$ cat src/design/mmbt_pkg.sv
package mmbt_pkg;

    // MIDI byte codes used for classification
    localparam logic [7:0] RT_FIRST     = 8'hF8;
    localparam logic [7:0] SYS_FIRST    = 8'hF0;
    localparam logic [7:0] TUNE_REQUEST = 8'hF6;
    localparam logic [7:0] EOX_BYTE     = 8'hF7;

    localparam logic [7:0] ST_NOTE_OFF   = 8'h80;
    localparam logic [7:0] ST_NOTE_ON    = 8'h90;
    localparam logic [7:0] ST_POLY_PRESS = 8'hA0;
    localparam logic [7:0] ST_CTRL_CHG   = 8'hB0;
    localparam logic [7:0] ST_PROG_CHG   = 8'hC0;
    localparam logic [7:0] ST_CHAN_PRESS = 8'hD0;
    localparam logic [7:0] ST_PITCH_BEND = 8'hE0;
    localparam logic [7:0] ST_QFRAME     = 8'hF1;
    localparam logic [7:0] ST_SONG_POS   = 8'hF2;
    localparam logic [7:0] ST_SONG_SEL   = 8'hF3;

    typedef enum logic [1:0] {
        LEN_NONE,
        LEN_ONE,
        LEN_TWO
    } data_len_t;

    typedef struct packed {
        logic [7:0] status;
        logic       data_seen;
        logic       prev_done;
    } track_state_t;

    localparam track_state_t TRACK_RESET = '{status: 8'h00, data_seen: 1'b0, prev_done: 1'b1};

    // Data bytes the latched status needs; none means the data is not tracked
    function automatic data_len_t data_len(input logic [7:0] st);
        data_len_t len;
        unique case (st) inside
            ST_PROG_CHG, ST_CHAN_PRESS, ST_QFRAME, ST_SONG_SEL:
                len = LEN_ONE;
            ST_NOTE_OFF, ST_NOTE_ON, ST_POLY_PRESS, ST_CTRL_CHG, ST_PITCH_BEND, ST_SONG_POS:
                len = LEN_TWO;
            default:
                len = LEN_NONE;
        endcase
        return len;
    endfunction

endpackage

$ cat src/design/mmbt_step.sv
module mmbt_step
    import mmbt_pkg::*;
(
    input  logic [7:0]   in_byte,
    input  track_state_t cur,
    output track_state_t nxt,
    output logic         done
);

    data_len_t len;

    assign len = data_len(cur.status);

    always_comb begin
        nxt  = cur;
        done = 1'b0;
        if (in_byte[7]) begin
            if (in_byte >= RT_FIRST) begin
                // real-time: repeat the last flag
                done = cur.prev_done;
            end else if (in_byte == TUNE_REQUEST || in_byte == EOX_BYTE) begin
                nxt.status = 8'h00;
                done       = 1'b1;
            end else begin
                nxt.status    = (in_byte >= SYS_FIRST) ? in_byte : {in_byte[7:4], 4'h0};
                nxt.data_seen = 1'b0;
            end
        end else begin
            unique case (len)
                LEN_ONE: begin
                    nxt.status = 8'h00;
                    done       = 1'b1;
                end
                LEN_TWO: begin
                    if (cur.data_seen) begin
                        nxt.status = 8'h00;
                        done       = 1'b1;
                    end else begin
                        nxt.data_seen = 1'b1;
                    end
                end
                default: begin
                    done = 1'b0;
                end
            endcase
        end
        nxt.prev_done = done;
    end

endmodule

$ cat src/design/midi_message_boundary_tracker.sv
// MIDI message boundary tracker. Each request carries one MIDI byte; the
// block returns it unchanged together with m_message_done, which is high when
// that byte completes a message (or, for a real-time byte, repeats the flag of
// the byte before), so a merger can tell when it may switch sources. The
// block takes one byte per cycle while the output is not stalled:
// classification and the tracking state update happen in one short
// combinational step between the input port and the result register, and a
// new request is taken in the same cycle the pending result leaves. Results
// are registered and appear in the cycle after acceptance. Running status is
// not supported: data bytes after a completed message are flagged low until
// a new status byte arrives. Reset leaves no message open with the flag high.
module midi_message_boundary_tracker
    import mmbt_pkg::*;
(
    input  logic       aclk,
    input  logic       aresetn,
    input  logic       s_valid,
    output logic       s_ready,
    input  logic [7:0] s_in_byte,
    output logic       m_valid,
    input  logic       m_ready,
    output logic [7:0] m_out_byte,
    output logic       m_message_done
);

    track_state_t state_reg;
    track_state_t state_next;
    logic         done_next;
    logic         m_valid_reg;
    logic [7:0]   byte_reg;
    logic         done_reg;
    logic         accept;

    // Take a new request whenever the result slot is empty or draining now
    assign s_ready = !m_valid_reg || m_ready;
    assign accept  = s_valid && s_ready;

    mmbt_step u_step (
        .in_byte (s_in_byte),
        .cur     (state_reg),
        .nxt     (state_next),
        .done    (done_next)
    );

    // Advance tracking state only on an accepted request
    always_ff @(posedge aclk) begin
        if (!aresetn) begin
            state_reg <= TRACK_RESET;
        end else if (accept) begin
            state_reg <= state_next;
        end
    end

    // Result register: hold while stalled, load on accept
    always_ff @(posedge aclk) begin
        if (!aresetn) begin
            m_valid_reg <= 1'b0;
        end else if (accept) begin
            m_valid_reg <= 1'b1;
        end else if (m_ready) begin
            m_valid_reg <= 1'b0;
        end
    end

    always_ff @(posedge aclk) begin
        if (accept) begin
            byte_reg <= s_in_byte;
            done_reg <= done_next;
        end
    end

    assign m_valid        = m_valid_reg;
    assign m_out_byte     = byte_reg;
    assign m_message_done = done_reg;

    // A real-time byte repeats the flag left by the previous byte
    a_rt_repeat: assert property (@(posedge aclk) disable iff (!aresetn)
        (accept && s_in_byte >= RT_FIRST) |=> (done_reg == $past(state_reg.prev_done)))
        else $error("real-time byte did not repeat previous flag");

    // A status byte that opens a message never completes one
    a_status_open: assert property (@(posedge aclk) disable iff (!aresetn)
        (accept && s_in_byte[7] && s_in_byte < TUNE_REQUEST) |=> !done_reg)
        else $error("opening status byte flagged as message end");

    // Channel status is latched with its channel bits cleared
    a_chan_cleared: assert property (@(posedge aclk) disable iff (!aresetn)
        (state_reg.status[7:4] != 4'hF) |-> (state_reg.status[3:0] == 4'h0))
        else $error("latched channel status keeps channel bits");

    // An accepted request always produces a pending result
    a_result_loaded: assert property (@(posedge aclk) disable iff (!aresetn)
        accept |=> m_valid_reg)
        else $error("accepted request left no result");

    // The last flag is tracked exactly as delivered
    a_prev_tracks: assert property (@(posedge aclk) disable iff (!aresetn)
        $past(accept) |-> (state_reg.prev_done == done_reg))
        else $error("previous flag out of step with result");

endmodule
$ cat config.mk
export PLATFORM = sky130hd
export DESIGN_NAME = midi_message_boundary_tracker
export DESIGN_NICKNAME = d
export VERILOG_FILES = /design/src/design/mmbt_pkg.sv /design/src/design/mmbt_step.sv /design/src/design/midi_message_boundary_tracker.sv
export SDC_FILE = /design/constraint.sdc
export NUM_CORES = 1
export LEC_CHECK = 0
export ABC_AREA = 1
export BUFFER_PORTS_ARGS = -buffer_cell sky130_fd_sc_hd__buf_2
export CAP_MARGIN = 0
export CORE_MARGIN = 4
export CORE_UTILIZATION = 30
export CTS_CLUSTER_DIAMETER = 150
export DETAILED_ROUTE_END_ITERATION = 6
export MAX_ROUTING_LAYER = met4
export PLACE_DENSITY = 0.6
export SYNTH_ARGS = -nofsm -noshare
export SYNTH_HDL_FRONTEND = slang
export SYNTH_HIERARCHICAL = 1
export SYNTH_SLANG_ARGS = --single-unit
$ cat constraint.sdc
create_clock -name aclk -period 1.9 [get_ports aclk]
set_input_delay 0.285 -clock aclk [delete_from_list [all_inputs] [get_ports aclk]]
set_output_delay 0.285 -clock aclk [all_outputs]
set_load 0.05 [all_outputs]
==> impl_metrics.yaml, run 1 <==
finish:
  area_growth_pct: 28.24
  num-nets-final: 198
  antenna-diode-count: 0
  layout-drive-gt1-share: 0.4208
  layout.filler_cells: 388
  largest_register_ff_count: 10
drt:
  wirelength_mm: 2.673
  drt_first_pass_iters: 4
  initialDrtViolationCount: 59
  top_signal_layer_used: "met4"
  routed_via_count: 1071
  ant_nets: 0
  via_per_inst: 4.636
  routedWlPerCell_um: 11.57
  drc_errors: 0
  route.layer.met1.wl_mm: 1.285
  dr_wl_met2_mm: 1.204
  total_length_of_routed_met3_wires_um: 125
setup_path:
  worst_path_bufs_invs: 4
  slowest_cell_delay_on_critical_path_ns: 0.34
  cp_top_family: "simple AND/OR/NAND/NOR gates"
  timing_worst_setup_path_type: "reg -> reg"
  reg2reg_depth: 15
  critical_path_depth: 15
  crit-reg2reg-launch: "state_reg[5]$_SDFFE_PN0P_"
  worst_setup_path_start_kind: "register"
  critical_path.slowest_cell: "sky130_fd_sc_hd__dfxtp_2"
  worst_setup_path_end_kind: "register"
  worstPathCellList: "nor2_4, nand2_2, nor3_2, a21oi_2, inv_2, ha_4, inv_2, o21ai_4, buf_4, a21oi_1, a21oi_1, inv_1, nand3_2, nand2_1, nor2_1"
  critical_path_peak_fanout: 6
  cp.required_ns: 2.11
  worst_ep_arrival_ns: 2.07
  reg2reg_setup_slack_ns: 0.04
  r2r_end: "state_reg[6]$_SDFFE_PN0P_"
pwr:
  p_per_area_nw_per_um2: 697.6
  comb_power_share: 0.250
  worst_ir_drop_vdd_mv: 0.2751
  power_switching_share: 0.3215
  power_switching_uw: 346.5
  power.sequential.fraction: 0.467
  clock_power_share: 0.282
  cellInternalPower_uw: 731.4
  power.leakage_nw: 0.7353
min_path:
  min_to: "m_out_byte[0]$_DFFE_PP_"
  hold_depth: 1
  hp-start: "s_in_byte[0]"
  hold_path.class: "in -> reg"
cts:
  clockRootBuffer: "sky130_fd_sc_hd__clkbuf_8"
  worst_setup_hold_path_clk_slew_ns: 0.08
  tritoncts: "yes"
  htree_num_levels: 1
  ctsLongestPathBuffers: 2
  numCtsBuffers: 3
  clk_latency_ns: 0.27
  tritoncts_num_sinks: 20
floorplanning:
  dieHeight_um: 71.38
  design.core.area_sq_um: 3771
  fp.dieW_um: 71.38
  design.portCount: 23
  rows: 22
  initial_core_util: 0.3195
  die_outline_area_sq_um: 5094
synth:
  flip_flop_and_latch_count_after_synthesis: 20
  postSynthAreaPerCell_sq_um: 7.980
  yosys.cell_count.top_type: "sky130_fd_sc_hd__nand2_1"
  netlist-cell-type-count: 27
  ys_async_sr_fraction: 0
  cell_count_after_synthesis: 151
  post_synth_instance_area_sq_um: 1205
  synth_edf_count: 9
  ys.warnings.count: 6
  mappedNetlistNets: 165
  post-synth-top-area-fraction: 0.2243
  netlist_top_cells_count: "27 x sky130_fd_sc_hd__nand2_1, 22 x sky130_fd_sc_hd__inv_1, 19 x sky130_fd_sc_hd__a21oi_1"
  netlist.top_cell.by_area: "sky130_fd_sc_hd__edfxtp_1"
  ys_top_cells_by_area: "sky130_fd_sc_hd__edfxtp_1 22%, sky130_fd_sc_hd__dfxtp_1 18%, sky130_fd_sc_hd__nand2_1 8.4%"
  synthFlopType: "sky130_fd_sc_hd__dfxtp_1"
  synth-seq-area-share: 0.4071
global_routing:
  grtUsageTotal: 0.1124
  number_of_antenna_violations_at_the_first_check_in_global_routing: 0
  grt_pass1_vias: 952
  overflow: 0
  grt_max_degree: 22
  wire_length_of_the_first_global_routing_pass_mm: 4.395
sta:
  rsz0062_at_grt: "yes"
  slew_headroom: 0.7853
  final.hold.worst_slack_ns: 0.2124
  slew_viol_final: 0
  final-hold-violation-count: 0
  setup_viol: 0
  tightest_slew_ns: 0.3217
  timing.fmax_mhz: 537.4
  postLayoutSetupSlackWorst_ns: 0.03910
  timing.clock.skew_ns: 0.002414
  post-route-period-util: 0.9794
  min_period_ns: 1.861
job:
  timing.max_cap.violations: 0
placement:
  hpwlAfterDp_mm: 1.888
  gp_congestion: 0.8608
  detailedPlace.worstSlack_ns: -0.05223
  numPortBuffers: 22
outcome:
  status: "completed"
cell type report:
class | count | area [sq um] | share of cell area
multi-input combinational | 100 | 631.9 | 0.4089
sequential | 20 | 505.5 | 0.3271
timing repair buffer | 35 | 211.5 | 0.1368
inverter | 24 | 91.34 | 0.05911
clock buffer | 4 | 45.04 | 0.02915
tap | 48 | 60.06 | 0.03887
power by group through the flow:
stage          registers [mW]  clock network [mW]  logic (mW)
5_1_grt                 0.508               0.323       0.298
3_3_place_gp            0.508                   0       0.238
4_1_cts                 0.500               0.315       0.243
3_5_place_dp            0.508                   0       0.239
2_1_floorplan           0.553                   0       0.133
6_report                0.504               0.304       0.270
cell families (layout without fill, tap and decap cells):
group	Yosys count	after routing	synth area share
AOI/OAI and AO/OA	28	28	0.1298
adders and majority gates	2	2	0.02077
buffers and inverters	31	63	0.1267
DFF	20	20	0.4071
and+or+nand+nor	70	70	0.3157
how the worst max path moves through the flow:
stage / start / endpoint / slack [ns]
global placement: state_reg[9]$_SDFFE_PN0P_ / state_reg[8]$_SDFFE_PN0P_ / -0.02
detailed placement: state_reg[9]$_SDFFE_PN0P_ / state_reg[8]$_SDFFE_PN0P_ / -0.05
finish: state_reg[5]$_SDFFE_PN0P_ / state_reg[6]$_SDFFE_PN0P_ / 0.04
global route: state_reg[5]$_SDFFE_PN0P_ / state_reg[8]$_SDFFE_PN0P_ / -0.14
floorplan: state_reg[4]$_SDFFE_PN0P_ / state_reg[8]$_SDFFE_PN0P_ / 0.15
CTS: state_reg[2]$_SDFFE_PN0P_ / state_reg[8]$_SDFFE_PN0P_ / 0.0004
metal layers:
metal  up-vias  GRT usage
li1        564          -
met1       480     0.1433
met2        22     0.1714
met3         5    0.01823
met4         0    0.05637
met5         -          -
layout by cell type (no fill, tap or decap), types with 2 or more instances in the layout:
cell type	count
sky130_fd_sc_hd__nand3_1	11
sky130_fd_sc_hd__nand2_1	24
sky130_fd_sc_hd__nand3_2	8
sky130_fd_sc_hd__a21oi_1	16
sky130_fd_sc_hd__dfxtp_4	3
sky130_fd_sc_hd__a21oi_2	3
sky130_fd_sc_hd__o211ai_1	2
sky130_fd_sc_hd__buf_4	12
sky130_fd_sc_hd__dfxtp_1	5
sky130_fd_sc_hd__nand2_2	3
sky130_fd_sc_hd__inv_2	6
sky130_fd_sc_hd__o21ai_1	2
sky130_fd_sc_hd__clkbuf_8	3
sky130_fd_sc_hd__edfxtp_1	9
sky130_fd_sc_hd__nand4_1	3
sky130_fd_sc_hd__inv_1	17
sky130_fd_sc_hd__buf_2	22
sky130_fd_sc_hd__nor2_1	12
sky130_fd_sc_hd__nand2_4	4
sky130_fd_sc_hd__dfxtp_2	3
stage by stage:
| step | area (sq um) | TNS, ns | util | instances | total power, mW |
|---|---|---|---|---|---|
| 3_5_place_dp | 1381 | -0.05223 | 0.3663 | 223 | 0.7467 |
| 6_report | 1545 | 0 | 0.4098 | 231 | 1.078 |
| 2_1_floorplan | 1205 | 0 | - | 151 | 0.6867 |
| 5_1_grt | 1545 | -0.5503 | 0.4098 | 231 | 1.128 |
| 4_1_cts | 1445 | 0 | 0.3832 | 227 | 1.058 |
| 3_3_place_gp | 1381 | -0.02052 | 0.3663 | 223 | 0.7457 |
what timing repair did:
action,CTS,global route
endpoints found under the hold margin,0,0
pin swaps,0,14
resized for setup,6,27
hold buffers,0,0
endpoints found under the setup margin,4,11
gates cloned,0,0
buffers inserted,0,5
(Power assumes the default switching activity.)
==> run 2: changes to the inputs <==
--- a/config.mk
+++ b/config.mk
@@ -14,6 +14,7 @@
 export DETAILED_ROUTE_END_ITERATION = 6
 export MAX_ROUTING_LAYER = met4
 export PLACE_DENSITY = 0.6
+export SETUP_SLACK_MARGIN = 0.2
 export SYNTH_ARGS = -nofsm -noshare
 export SYNTH_HDL_FRONTEND = slang
 export SYNTH_HIERARCHICAL = 1
==> constraint.sdc (replaced) <==
create_clock -name aclk -period 1.9 [get_ports aclk]
set_input_delay 0.095 -clock aclk [delete_from_list [all_inputs] [get_ports aclk]]
set_output_delay 0.095 -clock aclk [all_outputs]
set_load 0.05 [all_outputs]
==> impl_metrics.yaml, run 2 (synthesized netlist as in run 1, its figures left out) <==
outcome:
  status: "complete, but fails checks"
  failed_checks: "setup timing"
finish:
  layout.cells.most_common: "sky130_fd_sc_hd__nand2_1"
  layout.filler_cells: 374
  most-common-layout-cells: "25 x sky130_fd_sc_hd__nand2_1, 22 x sky130_fd_sc_hd__buf_2, 15 x sky130_fd_sc_hd__inv_1, 14 x sky130_fd_sc_hd__nand3_2"
  num-nets-final: 199
  area_growth_pct: 34.99
  final_cell_area_sq_um: 1627
  antenna-diode-count: 0
  layout-drive-gt1-share: 0.5000
  largest_register_ff_count: 10
placement:
  gp_congestion: 0.8399
  numPortBuffers: 22
  placed_cell_area_sq_um: 1371
  hpwlAfterDp_mm: 1.953
setup_path:
  critical_path_peak_fanout: 3
  timing_worst_setup_path_type: "reg -> reg"
  worst_ep_arrival_ns: 2.05
  reg2reg_depth: 14
  crit-reg2reg-launch: "state_reg[5]$_SDFFE_PN0P_"
  worst_setup_path_start_kind: "register"
  cp.required_ns: 2.05
  worst_setup_path_startpoint: "state_reg[5]$_SDFFE_PN0P_"
  worst_setup_path_end_kind: "register"
sta:
  final-hold-violation-count: 0
  postLayoutSetupSlackWorst_ns: -0.0001594
  post-route-period-util: 1.000
  timing.fmax_mhz: 526.3
  min_period_ns: 1.900
  tightest_slew_ns: 0.3248
  slew_viol_final: 0
  rsz0062_at_grt: "yes"
  slew_headroom: 0.7832
  setup_viol: 1
  timing.clock.skew_ns: 0.001033
pwr:
  worst_ir_drop_vdd_mv: 0.6321
  p_per_area_nw_per_um2: 757.5
  power.leakage_nw: 0.7629
  p_total_mw: 1.232
job:
  timing.max_cap.violations: 0
global_routing:
  overflow: 0
  grt_pass1_vias: 1010
  met2_usage: 0.1796
  grt_busiest_layer: "met2"
  wire_length_of_the_first_global_routing_pass_mm: 4.574
  number_of_antenna_violations_at_the_first_check_in_global_routing: 0
  global_route.usage.met1: 0.1492
  grt_max_degree: 23
  met3_usage: 0.03086
  grtUsageTotal: 0.1141
min_path:
  hold_path.class: "in -> reg"
  hold_depth: 1
  hp-start: "s_in_byte[0]"
floorplanning:
  design.portCount: 23
  design.core.area_sq_um: 3771
  die_outline_area_sq_um: 5094
  dieHeight_um: 71.38
  rows: 22
  initial_core_util: 0.3195
  fp.dieW_um: 71.38
cts:
  htree_num_levels: 1
  clk_latency_ns: 0.26
  tritoncts: "yes"
  ctsLongestPathBuffers: 2
  cts_hold_buffers: 0
  worst_setup_hold_path_clk_slew_ns: 0.08
  clockRootBuffer: "sky130_fd_sc_hd__clkbuf_8"
  numCtsBuffers: 3
  tritoncts_num_sinks: 20
drt:
  wirelength_mm: 3.042
  via_per_inst: 4.784
  routedWlPerCell_um: 13.11
  ant_nets: 0
  initialDrtViolationCount: 46
  drt_first_pass_iters: 4
  drc_errors: 0
  routed_via_count: 1110
-- run 2: cell count changes in the layout (fill, tap and decap cells not counted), sizes merged --
cell,change
buf,+1
bufinv,+1
clkbuf,-1
-- run 2: per-stage QoR --
stage | hold slack [ns] | instances | setup slack, ns | TNS, ns | utilization
global route | 0.02643 | 232 | -0.1166 | -0.7117 | 0.4313
CTS | 0.02759 | 230 | 0.07442 | 0 | 0.4028
global placement | 0.2978 | 221 | 0.01116 | 0 | 0.3636
detailed placement | 0.3047 | 221 | 0.01323 | 0 | 0.3636
floorplan | 0.1939 | 151 | 0.1744 | 0 | -
finish | 0.03149 | 232 | -0.0001594 | -0.0001594 | 0.4313
-- run 2: final cells by class --
cell class / count / area [sq um] / area share
Clock buffer: 3 / 41.29 / 0.02538
Timing Repair Buffer: 36 / 226.5 / 0.1392
Inverter: 24 / 91.34 / 0.05615
Multi-Input combinational cell: 100 / 673.1 / 0.4138
Clock inverter: 1 / 30.03 / 0.01846
Sequential cell: 20 / 504.2 / 0.3100
Tap cell: 48 / 60.06 / 0.03692
-- run 2: power breakdown --
part,switching [mW],leakage (nW),internal [mW]
clock,0.150,0.0357,0.281
combinational,0.186,0.546,0.111
sequential,0.0210,0.182,0.482
total,0.357,0.763,0.875
-- run 2: worst max-delay path, cell delays in order, from the launching register on --
cell	delay (ns)
sky130_fd_sc_hd__dfxtp_2	0.34
sky130_fd_sc_hd__nor2_4	0.14
sky130_fd_sc_hd__nand2_2	0.07
sky130_fd_sc_hd__nor3_2	0.19
sky130_fd_sc_hd__a21oi_2	0.06
sky130_fd_sc_hd__ha_1	0.30
sky130_fd_sc_hd__inv_2	0.08
sky130_fd_sc_hd__o21ai_4	0.07
sky130_fd_sc_hd__buf_6	0.14
sky130_fd_sc_hd__a21oi_2	0.13
sky130_fd_sc_hd__a21oi_2	0.04
sky130_fd_sc_hd__inv_1	0.06
sky130_fd_sc_hd__nand3_2	0.06
sky130_fd_sc_hd__nand2_1	0.07
sky130_fd_sc_hd__nor2_1	0.04
-- run 2: layer usage --
metal | share of wire | up-vias
met4 | 0.0043 | 0
met5 | 0 | -
met3 | 0.070 | 2
li1 | - | 564
met2 | 0.48 | 34
met1 | 0.44 | 510
-- run 2: what timing repair did --
item,CTS,global route
setup endpoints to repair,11,11
gates resized for setup,19,23
setup buffers,5,2
pin swaps,11,12
-- run 2: worst paths after layout --
path / end / slack [ns]
worst min register to register: state_reg[0]$_SDFFE_PN1P_ / 0.49
worst min-delay path: m_out_byte[0]$_DFFE_PP_ / 0.03
worst max register to register: state_reg[6]$_SDFFE_PN0P_ / -0.0002
worst max-delay path: state_reg[6]$_SDFFE_PN0P_ / -0.0002
